--- src/rtl/core/assert_macros.svh ---
// assertion helpers, sampled on clk and held off while rst is high
`ifndef ASSERT_MACROS_SVH
`define ASSERT_MACROS_SVH

// antecedent implies consequent in the same cycle
`define ASSERT_IMPLIES(label, ante, cons) \
  label: assert property (@(posedge clk) disable iff (rst) (ante) |-> (cons)) \
    else $error("assertion failed: implication");

// condition must never hold
`define ASSERT_NEVER(label, cond) \
  label: assert property (@(posedge clk) disable iff (rst) !(cond)) \
    else $error("assertion failed: forbidden condition");

`endif

--- src/rtl/core/rcd_pkg.sv ---
package rcd_pkg;

  localparam int unsigned INSN_W = 32;

  // major opcodes
  localparam logic [6:0] OPC_RTYPE  = 7'b0110011;
  localparam logic [6:0] OPC_LOAD   = 7'b0000011;
  localparam logic [6:0] OPC_IMM    = 7'b0010011;
  localparam logic [6:0] OPC_STORE  = 7'b0100011;
  localparam logic [6:0] OPC_BRANCH = 7'b1100011;
  localparam logic [6:0] OPC_LUI    = 7'b0110111;
  localparam logic [6:0] OPC_AUIPC  = 7'b0010111;
  localparam logic [6:0] OPC_JAL    = 7'b1101111;
  localparam logic [6:0] OPC_STOP   = 7'b1111111;

  // funct7 values
  localparam logic [6:0] F7_BASE = 7'b0000000;
  localparam logic [6:0] F7_ALT  = 7'b0100000;

  // funct3 values used by the decoder
  localparam logic [2:0] F3_ADD  = 3'b000;
  localparam logic [2:0] F3_SLL  = 3'b001;
  localparam logic [2:0] F3_SLT  = 3'b010;
  localparam logic [2:0] F3_SLTU = 3'b011;
  localparam logic [2:0] F3_XOR  = 3'b100;
  localparam logic [2:0] F3_SRL  = 3'b101;
  localparam logic [2:0] F3_OR   = 3'b110;
  localparam logic [2:0] F3_AND  = 3'b111;

  typedef enum logic [2:0] {
    OPND_RS2   = 3'd0,
    OPND_IMM_I = 3'd1,
    OPND_IMM_S = 3'd2,
    OPND_IMM_B = 3'd3,
    OPND_RD    = 3'd4,
    OPND_IMM_U = 3'd5,
    OPND_IMM_J = 3'd6
  } operand_sel_t;

  typedef enum logic [3:0] {
    ALU_ADD   = 4'd0,
    ALU_SUB   = 4'd1,
    ALU_MUL   = 4'd2,
    ALU_DIV   = 4'd3,
    ALU_PASSB = 4'd4,
    ALU_AND   = 4'd5,
    ALU_XOR   = 4'd6,
    ALU_OR    = 4'd7,
    ALU_LT    = 4'd8,
    ALU_SHL   = 4'd9,
    ALU_SHR   = 4'd10,
    ALU_INC   = 4'd11
  } alu_code_t;

  typedef struct packed {
    logic         reg_write;
    logic         mem_write;
    operand_sel_t operand_select;
    alu_code_t    alu_code;
    logic         result_from_alu;
    logic         conditional;
    logic         halt;
    logic         pc_operand;
    logic         jump;
  } ctrl_word_t;

endpackage

--- src/rtl/core/rcd_insn_if.sv ---
interface rcd_insn_if;
  logic                        valid;
  logic                        ready;
  logic [rcd_pkg::INSN_W-1:0]  instruction;

  modport source (output valid, output instruction, input ready);
  modport sink   (input valid, input instruction, output ready);
endinterface

--- src/rtl/core/rcd_ctrl_if.sv ---
interface rcd_ctrl_if;
  logic       valid;
  logic       ready;
  logic       reg_write;
  logic       mem_write;
  logic [2:0] operand_select;
  logic [3:0] alu_code;
  logic       result_from_alu;
  logic       conditional;
  logic       halt;
  logic       pc_operand;
  logic       jump;

  modport source (
    output valid, output reg_write, output mem_write, output operand_select,
    output alu_code, output result_from_alu, output conditional, output halt,
    output pc_operand, output jump, input ready
  );
  modport sink (
    input valid, input reg_write, input mem_write, input operand_select,
    input alu_code, input result_from_alu, input conditional, input halt,
    input pc_operand, input jump, output ready
  );
endinterface

--- src/rtl/core/rcd_decode.sv ---
module rcd_decode (
  input  logic [rcd_pkg::INSN_W-1:0] insn,
  output rcd_pkg::ctrl_word_t        word
);

  logic [6:0] opc;
  logic [2:0] f3;
  logic [6:0] f7;

  assign opc = insn[6:0];
  assign f3  = insn[14:12];
  assign f7  = insn[31:25];

  // main decode, unknown encodings leave the word cleared
  always_comb begin
    word = '0;
    unique case (opc)
      rcd_pkg::OPC_RTYPE: begin
        word.reg_write       = 1'b1;
        word.result_from_alu = 1'b1;
        word.operand_select  = rcd_pkg::OPND_RS2;
        unique case (f3)
          rcd_pkg::F3_ADD: begin
            if (f7 == rcd_pkg::F7_BASE) begin
              word.alu_code = rcd_pkg::ALU_ADD;
            end else if (f7 == rcd_pkg::F7_ALT) begin
              word.alu_code = rcd_pkg::ALU_SUB;
            end else begin
              word = '0;
            end
          end
          rcd_pkg::F3_SRL: begin
            // sra shares the srl code
            if (f7 == rcd_pkg::F7_BASE || f7 == rcd_pkg::F7_ALT) begin
              word.alu_code = rcd_pkg::ALU_SHR;
            end else begin
              word = '0;
            end
          end
          rcd_pkg::F3_SLL: word.alu_code = rcd_pkg::ALU_SHL;
          rcd_pkg::F3_SLT, rcd_pkg::F3_SLTU: word.alu_code = rcd_pkg::ALU_LT;
          rcd_pkg::F3_XOR: word.alu_code = rcd_pkg::ALU_XOR;
          rcd_pkg::F3_OR:  word.alu_code = rcd_pkg::ALU_OR;
          rcd_pkg::F3_AND: word.alu_code = rcd_pkg::ALU_AND;
          default: word = '0;
        endcase
      end
      rcd_pkg::OPC_LOAD: begin
        unique case (f3) inside
          rcd_pkg::F3_ADD, rcd_pkg::F3_SLL, rcd_pkg::F3_SLT,
          rcd_pkg::F3_XOR, rcd_pkg::F3_SRL: begin
            word.reg_write      = 1'b1;
            word.operand_select = rcd_pkg::OPND_IMM_I;
            word.alu_code       = rcd_pkg::ALU_ADD;
          end
          default: word = '0;
        endcase
      end
      rcd_pkg::OPC_IMM: begin
        word.reg_write       = 1'b1;
        word.result_from_alu = 1'b1;
        word.operand_select  = rcd_pkg::OPND_IMM_I;
        unique case (f3) inside
          rcd_pkg::F3_ADD:                   word.alu_code = rcd_pkg::ALU_ADD;
          rcd_pkg::F3_SLT, rcd_pkg::F3_SLTU: word.alu_code = rcd_pkg::ALU_LT;
          rcd_pkg::F3_XOR:                   word.alu_code = rcd_pkg::ALU_XOR;
          rcd_pkg::F3_OR:                    word.alu_code = rcd_pkg::ALU_OR;
          rcd_pkg::F3_AND:                   word.alu_code = rcd_pkg::ALU_AND;
          // shift-immediates are not decoded
          default: word = '0;
        endcase
      end
      rcd_pkg::OPC_STORE: begin
        unique case (f3) inside
          rcd_pkg::F3_ADD, rcd_pkg::F3_SLL, rcd_pkg::F3_SLT: begin
            word.mem_write      = 1'b1;
            word.operand_select = rcd_pkg::OPND_IMM_S;
            word.alu_code       = rcd_pkg::ALU_ADD;
          end
          default: word = '0;
        endcase
      end
      rcd_pkg::OPC_BRANCH: begin
        unique case (f3) inside
          rcd_pkg::F3_SLT, rcd_pkg::F3_SLTU: word = '0;
          default: begin
            word.operand_select = rcd_pkg::OPND_IMM_B;
            word.alu_code       = rcd_pkg::ALU_ADD;
            word.conditional    = 1'b1;
          end
        endcase
      end
      rcd_pkg::OPC_LUI: begin
        word.reg_write       = 1'b1;
        word.operand_select  = rcd_pkg::OPND_IMM_U;
        word.alu_code        = rcd_pkg::ALU_PASSB;
        word.result_from_alu = 1'b1;
      end
      rcd_pkg::OPC_AUIPC: begin
        word.reg_write       = 1'b1;
        word.operand_select  = rcd_pkg::OPND_IMM_U;
        word.alu_code        = rcd_pkg::ALU_ADD;
        word.result_from_alu = 1'b1;
        word.pc_operand      = 1'b1;
      end
      rcd_pkg::OPC_JAL: begin
        word.reg_write       = 1'b1;
        word.operand_select  = rcd_pkg::OPND_IMM_J;
        word.alu_code        = rcd_pkg::ALU_INC;
        word.result_from_alu = 1'b1;
        word.conditional     = 1'b1;
        word.pc_operand      = 1'b1;
        word.jump            = 1'b1;
      end
      rcd_pkg::OPC_STOP: begin
        word.halt = 1'b1;
      end
      default: word = '0;
    endcase
  end

endmodule

--- src/rtl/core/rv32i_control_decoder.sv ---
// path: accepted request is held in the instruction register, decoded, then registered as the control word
// throughput: one request per cycle, limited only by output backpressure
// structure: instruction register, single-pass decode, control word register
// reset: synchronous active-high rst empties both stages; payload not cleared
module rv32i_control_decoder (
  input  logic              clk,
  input  logic              rst,
  rcd_insn_if.sink          instr,
  rcd_ctrl_if.source        ctrl
);

  `include "assert_macros.svh"

  logic                        s1_valid;
  logic [rcd_pkg::INSN_W-1:0]  s1_insn;
  logic                        out_valid;
  rcd_pkg::ctrl_word_t         out_word;
  rcd_pkg::ctrl_word_t         dec_word;
  logic                        s1_advance;

  // stage handshake, each stage moves when the next one is free
  assign s1_advance  = !out_valid || ctrl.ready;
  assign instr.ready = !s1_valid || s1_advance;

  rcd_decode u_decode (
    .insn (s1_insn),
    .word (dec_word)
  );

  // pipeline valid bits
  always_ff @(posedge clk) begin
    if (rst) begin
      s1_valid  <= 1'b0;
      out_valid <= 1'b0;
    end else begin
      if (instr.ready) begin
        s1_valid <= instr.valid;
      end
      if (s1_advance) begin
        out_valid <= s1_valid;
      end
    end
  end

  // payload registers
  always_ff @(posedge clk) begin
    if (instr.valid && instr.ready) begin
      s1_insn <= instr.instruction;
    end
    if (s1_advance && s1_valid) begin
      out_word <= dec_word;
    end
  end

  // result channel
  assign ctrl.valid           = out_valid;
  assign ctrl.reg_write       = out_word.reg_write;
  assign ctrl.mem_write       = out_word.mem_write;
  assign ctrl.operand_select  = out_word.operand_select;
  assign ctrl.alu_code        = out_word.alu_code;
  assign ctrl.result_from_alu = out_word.result_from_alu;
  assign ctrl.conditional     = out_word.conditional;
  assign ctrl.halt            = out_word.halt;
  assign ctrl.pc_operand      = out_word.pc_operand;
  assign ctrl.jump            = out_word.jump;

  // checks
  `ASSERT_IMPLIES(a_out_from_s1, out_valid, $past(s1_valid) || $past(out_valid))
  `ASSERT_NEVER(a_no_write_both, out_valid && out_word.reg_write && out_word.mem_write)
  `ASSERT_IMPLIES(a_jump_flags, out_valid && ctrl.jump, ctrl.conditional && ctrl.pc_operand)
  `ASSERT_IMPLIES(a_halt_quiet, out_valid && ctrl.halt, !ctrl.reg_write && !ctrl.mem_write)

endmodule
--- src/flat_wrapper.sv ---
// flat-port wrapper written by rule: the top's interface ports become plain ports
module rv32i_control_decoder_flat 
  (clk, rst, instr_valid, instr_instruction, instr_ready, ctrl_valid, ctrl_reg_write, ctrl_mem_write, ctrl_operand_select, ctrl_alu_code, ctrl_result_from_alu, ctrl_conditional, ctrl_halt, ctrl_pc_operand, ctrl_jump, ctrl_ready);
  rcd_insn_if instr_i ();
  rcd_ctrl_if ctrl_i ();
  input  logic clk;
  input  logic rst;
  input wire logic [$bits(instr_i.valid)-1:0] instr_valid;
  input wire logic [$bits(instr_i.instruction)-1:0] instr_instruction;
  output wire logic [$bits(instr_i.ready)-1:0] instr_ready;
  output wire logic [$bits(ctrl_i.valid)-1:0] ctrl_valid;
  output wire logic [$bits(ctrl_i.reg_write)-1:0] ctrl_reg_write;
  output wire logic [$bits(ctrl_i.mem_write)-1:0] ctrl_mem_write;
  output wire logic [$bits(ctrl_i.operand_select)-1:0] ctrl_operand_select;
  output wire logic [$bits(ctrl_i.alu_code)-1:0] ctrl_alu_code;
  output wire logic [$bits(ctrl_i.result_from_alu)-1:0] ctrl_result_from_alu;
  output wire logic [$bits(ctrl_i.conditional)-1:0] ctrl_conditional;
  output wire logic [$bits(ctrl_i.halt)-1:0] ctrl_halt;
  output wire logic [$bits(ctrl_i.pc_operand)-1:0] ctrl_pc_operand;
  output wire logic [$bits(ctrl_i.jump)-1:0] ctrl_jump;
  input wire logic [$bits(ctrl_i.ready)-1:0] ctrl_ready;
  assign instr_i.valid = instr_valid;
  assign instr_i.instruction = instr_instruction;
  assign instr_ready = instr_i.ready;
  assign ctrl_valid = ctrl_i.valid;
  assign ctrl_reg_write = ctrl_i.reg_write;
  assign ctrl_mem_write = ctrl_i.mem_write;
  assign ctrl_operand_select = ctrl_i.operand_select;
  assign ctrl_alu_code = ctrl_i.alu_code;
  assign ctrl_result_from_alu = ctrl_i.result_from_alu;
  assign ctrl_conditional = ctrl_i.conditional;
  assign ctrl_halt = ctrl_i.halt;
  assign ctrl_pc_operand = ctrl_i.pc_operand;
  assign ctrl_jump = ctrl_i.jump;
  assign ctrl_i.ready = ctrl_ready;
  rv32i_control_decoder u_core (.clk(clk), .rst(rst), .instr(instr_i), .ctrl(ctrl_i));
endmodule
--- config.mk ---
export PLATFORM = sky130hd
export DESIGN_NAME = rv32i_control_decoder_flat
export DESIGN_NICKNAME = d
export VERILOG_FILES = /design/src/rtl/core/rcd_pkg.sv /design/src/rtl/core/rcd_insn_if.sv /design/src/rtl/core/rcd_ctrl_if.sv /design/src/rtl/core/rcd_decode.sv /design/src/rtl/core/rv32i_control_decoder.sv /design/src/flat_wrapper.sv
export VERILOG_INCLUDE_DIRS = /design/src /design/src/rtl/core
export SDC_FILE = /design/constraint.sdc
export NUM_CORES = 1
export LEC_CHECK = 0
export BUFFER_PORTS_ARGS = -buffer_cell sky130_fd_sc_hd__buf_2
export CORE_MARGIN = 4
export CORE_UTILIZATION = 47
export DETAILED_ROUTE_END_ITERATION = 8
export MAX_ROUTING_LAYER = met4
export PLACE_DENSITY = 0.83
export SLEW_MARGIN = 20
export SYNTH_ARGS = -nofsm -noshare
export SYNTH_HDL_FRONTEND = slang
export SYNTH_HIERARCHICAL = 1
export SYNTH_SLANG_ARGS = --single-unit
--- constraint.sdc ---
create_clock -name clk -period 1.6 [get_ports clk]
set_clock_uncertainty 0.05 [all_clocks]
set_input_delay 0.08 -clock clk [delete_from_list [all_inputs] [get_ports clk]]
set_output_delay 0.08 -clock clk [all_outputs]
set_load 0.02 [all_outputs]
## Yosys cells after proc, flatten, opt, wreduce, memory -nomap -nowiden

Index checks and enable logic that the tools add are counted.
Widths: inputs -> output; s select.

- Bits in registers: 48
- Bits in latches: 0
- Memory bits (writable): 0
- Memory bits (read-only): 0
- Input port bits: 36
- Output and inout bits: 16
- Logic and storage cells: 67
- Memories: 0

- Add/subtract/negate cells: 0
- Multiply operators: 0
- Divide/modulo/power cells: 0
- $lt $le $gt $ge: 0
- Equal/unequal tests: 17
- Shift operators: 0
- Muxes and demuxes: 23
- Bitwise logic cells: 0
- Reductions and logical operators: 15

Operators with widths:

| kind | number |
|---|---|
| $pmux 8 s8 | 1 |
| $mux 5 | 6 |
| $eq 7x6->1 const B | 4 |
| $pmux 4 s7 | 1 |
| $eq 7x7->1 const B | 3 |
| $pmux 4 s4 | 1 |
| $eq 7x5->1 const B | 2 |
| $eq 3x3->1 const B | 4 |
| $pmux 1 s3 | 4 |
| $pmux 5 s2 | 1 |
| $mux 4 | 2 |
| $mux 8 | 1 |
| $pmux 1 s4 | 2 |
| $eq 7x2->1 const B | 1 |
| $logic_not 7->1 | 1 |
| $eq 3x2->1 const B | 2 |
| $mux 6 | 1 |
| $reduce_or 3->1 | 2 |
| $reduce_or 6->1 | 1 |
| $reduce_or 5->1 | 1 |
| $reduce_or 2->1 | 2 |
| $eq 3x1->1 const B | 1 |
| $logic_not 3->1 | 1 |
| $logic_or 1x1->1 | 3 |
| other kinds (3) | 7 |

## Depth between registers and ports, before layout

Gate-level depths: netlist of run 1.

- Depth after elaboration: 5
- Depth in mapped cells: 5
- Gate-level depth less buffers: 4

## By module

The synthesis of run 1 kept the hierarchy.

By module, submodules not included:

| module | instances | cells an instance | area an instance (um^2) |
|---|---|---|---|
| rv32i_control_decoder | 1 | 56 | 1485.2 |
| rcd_decode | 1 | 62 | 402.9 |

## Least setup slack after synthesis of run 1

OpenSTA, ideal clock, no wires.

- Kind: reg2reg
- From: register u_core/s1_insn[6] in the netlist's numbering
- To: register u_core.out_word, in the netlist u_core/ctrl.reg_write (data pin)
- Arrival: 1.335 ns
- Setup slack: 0.079 ns
- Stages on the path, launching flop included: 6
- Cell sequence: edfxtp_1 -> or3b_1 -> buf_6 -> nor4b_4 -> o31ai_1 -> nand3_1

RTL lines:

| item | line | source |
|---|---|---|
| start: declaration | rv32i_control_decoder.sv:15 | `logic [rcd_pkg::INSN_W-1:0] s1_insn;` |
| start signal: assignment | rv32i_control_decoder.sv:48 | `s1_insn <= instr.instruction;` |
| end signal: assignment | rv32i_control_decoder.sv:51 | `out_word <= dec_word;` |
| end: declaration | rv32i_control_decoder.sv:17 | `rcd_pkg::ctrl_word_t out_word;` |

==> results of run 1 <==
path summary, 6_finish.rpt:
kind | start | to | slack (ns) | cells past startpoint
worst max-delay path | u_core/s1_insn[27] | u_core/ctrl.alu_code[0] | 0.02 | 4
worst min-delay path | instr_valid | u_core/s1_insn[6] | 0.20 | 2
worst min register to register | u_core/s1_valid | u_core/ctrl.valid | 0.47 | 2
worst max register to register | u_core/s1_insn[27] | u_core/ctrl.alu_code[0] | 0.02 | 4
power by group:
part / switching [mW] / leakage, nW / internal (mW) / total (mW)
logic: 0.112 / 0.493 / 0.109 / 0.221
clock network: 0.259 / 0.0320 / 0.167 / 0.426
registers: 0.0269 / 0.307 / 0.994 / 1.02
total: 0.398 / 0.832 / 1.27 / 1.67
layout by cell type (no fill, tap or decap), types with 4 or more instances in the layout:
master / count
nand2_1: 10
nor2_1: 4
nand2b_1: 4
edfxtp_1: 31
buf_4: 11
buf_2: 36
dlygate4sd3_1: 20
nand3_1: 6
inv_1: 7
clkbuf_4: 5
per-stage QoR:
stage / setup slack, ns / hold WS [ns]
after floorplan: 0.0790 / 0.0924
after global placement: 0.0321 / 0.203
after detailed placement: -0.00321 / 0.208
after CTS: -0.0211 / 0.190
after global routing: -0.0799 / 0.202
final: 0.0232 / 0.197
flip-flops by register name (all words and copies together) (netlist names):
signal / count
u_core/ctrl.operand_select: 3
u_core/ctrl.jump: 1
u_core/ctrl.conditional: 1
u_core/ctrl.result_from_alu: 1
u_core/s1_insn: 17
u_core/ctrl.alu_code: 4
u_core/s1_valid: 1
u_core/ctrl.reg_write: 1
u_core/ctrl.mem_write: 1
u_core/ctrl.valid: 1
u_core/ctrl.pc_operand: 1
u_core/ctrl.halt: 1
metal layers:
layer	wire, um	track usage, %	share of wire, %	vias up
li1	-	-	-	520
met1	1190	18.0	41	471
met2	1430	28.7	49	43
met3	227	5.15	7.8	5
met4	52	6.74	1.8	0
met5	0	-	0	-
final cells by class:
cell class,count,area share [%]
clock buffers,6,2.06
clock inverters,2,0.500
inverters,7,1.31
multi-input cells,57,22.5
flip-flops and latches,33,48.5
well taps,31,1.94
repair buffers,67,23.1
repair_timing:
action	CTS	global route
hold buffers	20	0
cloned	0	0
endpoints found under the setup margin	3	7
gates resized for setup	2	6
buffers inserted	0	2
pin swaps	3	1
hold endpoints to repair	19	0
worst max-delay path: cells and delay by family (launching register included):
family,cells,cell delay (ns)
AND/OR/NAND/NOR,2,0.75
AO/OA/AOI/OAI,2,0.24
flip-flops,1,0.38
==> impl_results.md, run 1 <==
* Hold Path Class: in -> reg
* Crit path required time at approximately 1.7 ns
* Detailed Route WL at around 2.9 mm
* Die Height at about 63 um
* Count of final hold-check violations at 0
* Antenna fix cells at 0
* Row Count at 19
* # placed instances at around 170
* Fin. max-slew vios at 0
* Root Buffer: clkbuf_4
* Cell Pwr Density at about 830 nW/um^2
* TritonRoute pass-1 iters at 4
* Synth Instances at about 100
* Vias per inst at approximately 5
* Setup violators final at 0
* Cell area after layout at roughly 2000 sq um
* Total GRT Usage at 16.7%
* Inserted Clock Buffers at 5
* Core Util, Final at between 70% and 80%
* Sequence of cells on the critical path: or4_4, nor3_4, a221oi_2, o21ai_1
* Multi-input gate area at about 450 sq um
* Area growth syn-to-layout at 39.2%
* Startpoint Class: flip-flop
* Max_slew headroom at between 70 and 80%
* Nets at slightly above 200
* Run status: complete, no violations
* Post-Syn Area at 1440 sq um
* Core Region at between 2000 and 3000 sq um
* Buffer depth of the longest clock path at 2
* Mapped Nets at between 100 and 150
* FILL cells at around 200
* Share of layout cells above drive strength 1 at 40.7%
* Placed Area at around 1700 sq um
* CP endpoint kind: flip-flop
* Unrepaired setup endpoints after global routing: true
* Tightest Pin Transition at around 0.33 ns
* Routed Antenna Nets at 0
* Initial antenna violation count at 0
* Routability cong. at roughly 0.85
* Vias in the first global route at around 1.1k
* Leakage at approximately 0.83 nW
* Clock Sinks at 33
* Sum Neg Setup Slack at 0 ns
* Yosys warnings at 6
* First-pass GRT wire length at roughly 5 mm
* PortBufs at 36
* Maxcap violations at 0
* H-Tree Depth at 2
* Arrival time at the worst endpoint at approximately 1.7 ns
* Die W at 63.3 um
* Post-route DRC at 0
* Avg Cell Area, Syn at ~14 sq um
* Minimum clock period at approximately 1.6 ns
* Detailed placement HPWL at about 1.8 mm
* Fin cells at roughly 200
* CP Class: reg -> reg
* CP max FO at 3
* IO Pins at 52
* Maximum number of pins on one net before global-route repair at 18
* Die area at 4010 sq um
* Clock-pin slew on the worst setup and hold paths at 0.10 ns
* Clock Latency Late Sink at 0.33 ns
* Initial Utilization at 50.8%
* Final cycle utilization of the critical path at between 90% and 100%
* GRT overflow at 0
* Slowest CP cell: or4_4
* Power consumption at 1.67 mW
* CTS tree: yes
* VDD IR max at 0.616 mV
* Max Freq at between 600 and 700 MHz
* Initial drt markers at 31
* Reg area at 971 sq um
* Routed wire per std cell at between 10 and 15 um
* Max stage delay on crit path at 0.58 ns
* Vias after detailed routing at ~1.0k
(Power assumes the default switching activity.)
==> run 2, diff against run 1 <==
--- a/config.mk
+++ b/config.mk
@@ -12,6 +12,7 @@
 export DETAILED_ROUTE_END_ITERATION = 8
 export MAX_ROUTING_LAYER = met4
 export PLACE_DENSITY = 0.83
+export SETUP_SLACK_MARGIN = 0.15
 export SLEW_MARGIN = 20
 export SYNTH_ARGS = -nofsm -noshare
 export SYNTH_HDL_FRONTEND = slang
==> constraint.sdc (replaced) <==
create_clock -name clk -period 1.41 [get_ports clk]
set_clock_uncertainty 0.05 [all_clocks]
set_input_delay 0.0705 -clock clk [delete_from_list [all_inputs] [get_ports clk]]
set_output_delay 0.0705 -clock clk [all_outputs]
set_load 0.02 [all_outputs]
==> run 2 against run 1 <==
Net effect:
- the flow now finishes with violations (negative setup slack)
- register-to-register slack worse by 0.24 ns
- hold slack better by 0.19 ns
- count of clock-buffer cells in the layout down 1
- sequential cell count unchanged
- wire length up 28%
- clock power up 19%
- combinational power up 41%
- highest routed layer unchanged
==> impl_results.md, run 2 (same netlist as run 1, synthesis figures left out) <==
* Unrepaired setup endpoints after global routing: true
* Final cycle utilization of the critical path at 116%
* CP max FO at 3
* Arrival time at the worst endpoint at around 1.8 ns
* Clock-pin slew on the worst setup and hold paths at between 0.1 and 0.15 ns
* Slowest CP cell: or4_4
* Hold Path Class: in -> reg
* Minimum clock period at between 1.5 and 2 ns
* CP endpoint kind: flip-flop
* Vias after detailed routing at ~1.2k
* Vias per inst at approximately 5.5
* Run status: finished, violations left
* Most frequent cells in the layout: 36 x buf_2, 31 x edfxtp_1, 20 x dlygate4sd3_1
* Core Region at between 2000 and 3000 sq um
* Die area at ~4000 sq um
* Detailed placement HPWL at about 1.9 mm
* Setup WS pre-CTS at -0.123 ns
* FF-to-FF setup slack at -0.22 ns
* Row Count at 19
* Initial drt markers at 59
* IO Pins at 52
* Nets at approximately 220
* Number of flip-flops under the largest register name at 17
* Maxcap violations at 0
* Leakage at 0.901 nW
* VDD IR max at approximately 0.74 mV
* Maximum number of pins on one net before global-route repair at 18
* Crit path required time at around 1.6 ns
* CTS tree: yes
* Largest register by flop count: u_core/s1_insn
* Routed wire per std cell at approximately 18 um
* Cell family with most CP delay: simple AND/OR/NAND/NOR gates
* First-pass GRT wire length at 5.82 mm
* TritonRoute pass-1 iters at 4
* Count of final hold-check violations at 0
* Initial antenna violation count at 0
* Die Height at between 60 and 70 um
* Root Buffer: clkbuf_4
* Startpoint Class: flip-flop
* Detailed Route WL at approximately 3.7 mm
* Max Freq at roughly 610 MHz
* Multi-input gate area at around 530 sq um
* Inserted Clock Buffers at 5
* Routability cong. at ~0.85
* Clock Sinks at 33
* PortBufs at 36
* Max_slew headroom at approximately four fifths
* Buffers plus inverters on the worst setup path at 0
* Cell Pwr Density at a little over 900 nW/um^2
* Violated checks: negative setup slack
* Total GRT Usage at between 10% and 20%
* Routed Antenna Nets at 0
* H-Tree Depth at 2
* Max stage delay on crit path at about 0.61 ns
* Vias in the first global route at 1,284
* Placed Area at 1730 sq um
* Leading cell type in the layout, fill and taps excluded: buf_2
* Initial Utilization at 50.8%
* Sum Neg Setup Slack at -1.40 ns
* Post-route DRC at 0
* Clock Latency Late Sink at 0.33 ns
* Share of layout cells above drive strength 1 at between 50% and 60%
* Buffer depth of the longest clock path at 2
* Antenna fix cells at 0
* Final setup margin at -0.221 ns
* GRT overflow at 0
* Die W at around 63 um
* Area growth syn-to-layout at 51.8%
* Fin. max-slew vios at 0
* Reg area at just under 1000 sq um
* Sequence of cells on the critical path: or4_4, o41ai_4, nand3_1, nand2_1
* CP Class: reg -> reg
* Cell area after layout at 2180 sq um
* Tightest Pin Transition at 0.316 ns
* Setup violators final at 11
* FILL cells at approximately 150
-- run 2: changes by cell type in the layout (fill, tap and decap cells not counted), moves of 2 or more --
cell / previous run / this run
o41ai_2: 2 / 0
nand3_2: 1 / 3
buf_6: 0 / 5
buf_4: 11 / 14
nor3_2: 0 / 2
inv_2: 0 / 2
nand3_1: 6 / 4
o41ai_4: 0 / 2
inv_1: 7 / 5
-- run 2: final timing paths --
| check | startpoint | endpoint | cells past startpoint |
|---|---|---|---|
| max | u_core/s1_insn[25] | u_core/ctrl.alu_code[3] | 4 |
| max reg2reg | u_core/s1_insn[25] | u_core/ctrl.alu_code[3] | 4 |
| min reg2reg | u_core/s1_valid | u_core/ctrl.valid | 2 |
| min | instr_instruction[29] | u_core/s1_insn[29] | 2 |
-- run 2: power breakdown --
part	total (mW)	internal (mW)	leakage, nW	switching [mW]
registers	1.16	1.13	0.307	0.0350
clock network	0.505	0.188	0.0310	0.317
logic	0.311	0.153	0.564	0.158
-- run 2: what timing repair did --
item | 4_1_cts | 5_1_grt
hold buffers | 20 | 0
pin swaps | 9 | 9
resized for setup | 21 | 9
hold endpoints to repair | 19 | 0
setup buffers | 3 | 3
setup endpoints to repair | 13 | 27
-- run 2: routing by layer --
| layer | wire length (um) | global-route usage [%] | part of all wire (%) |
|---|---|---|---|
| met5 | 0 | - | 0 |
| met4 | 121 | 10.8 | 3.2 |
| met3 | 237 | 6.04 | 6.4 |
| met2 | 1920 | 33.9 | 52 |
| met1 | 1450 | 20.0 | 39 |
-- run 2: metrics by stage --
step	cells	hold slack, ns	power [mW]	util [%]
5_1_grt	212	0.375	2.08	77.1
3_5_place_dp	178	0.198	1.38	61.3
2_1_floorplan	103	0.0829	1.29	-
4_1_cts	209	0.364	1.95	74.7
3_3_place_gp	178	0.193	1.37	61.3
6_report	212	0.386	1.98	77.1
-- run 2: layout make-up --
cell class	instances	share of cell area [%]
Tap cell	31	1.78
Timing Repair Buffer	76	25.5
Clock buffer	5	1.72
Inverter	7	1.20
Clock inverter	3	0.803
Sequential cell	33	44.5
Multi-Input combinational cell	57	24.5
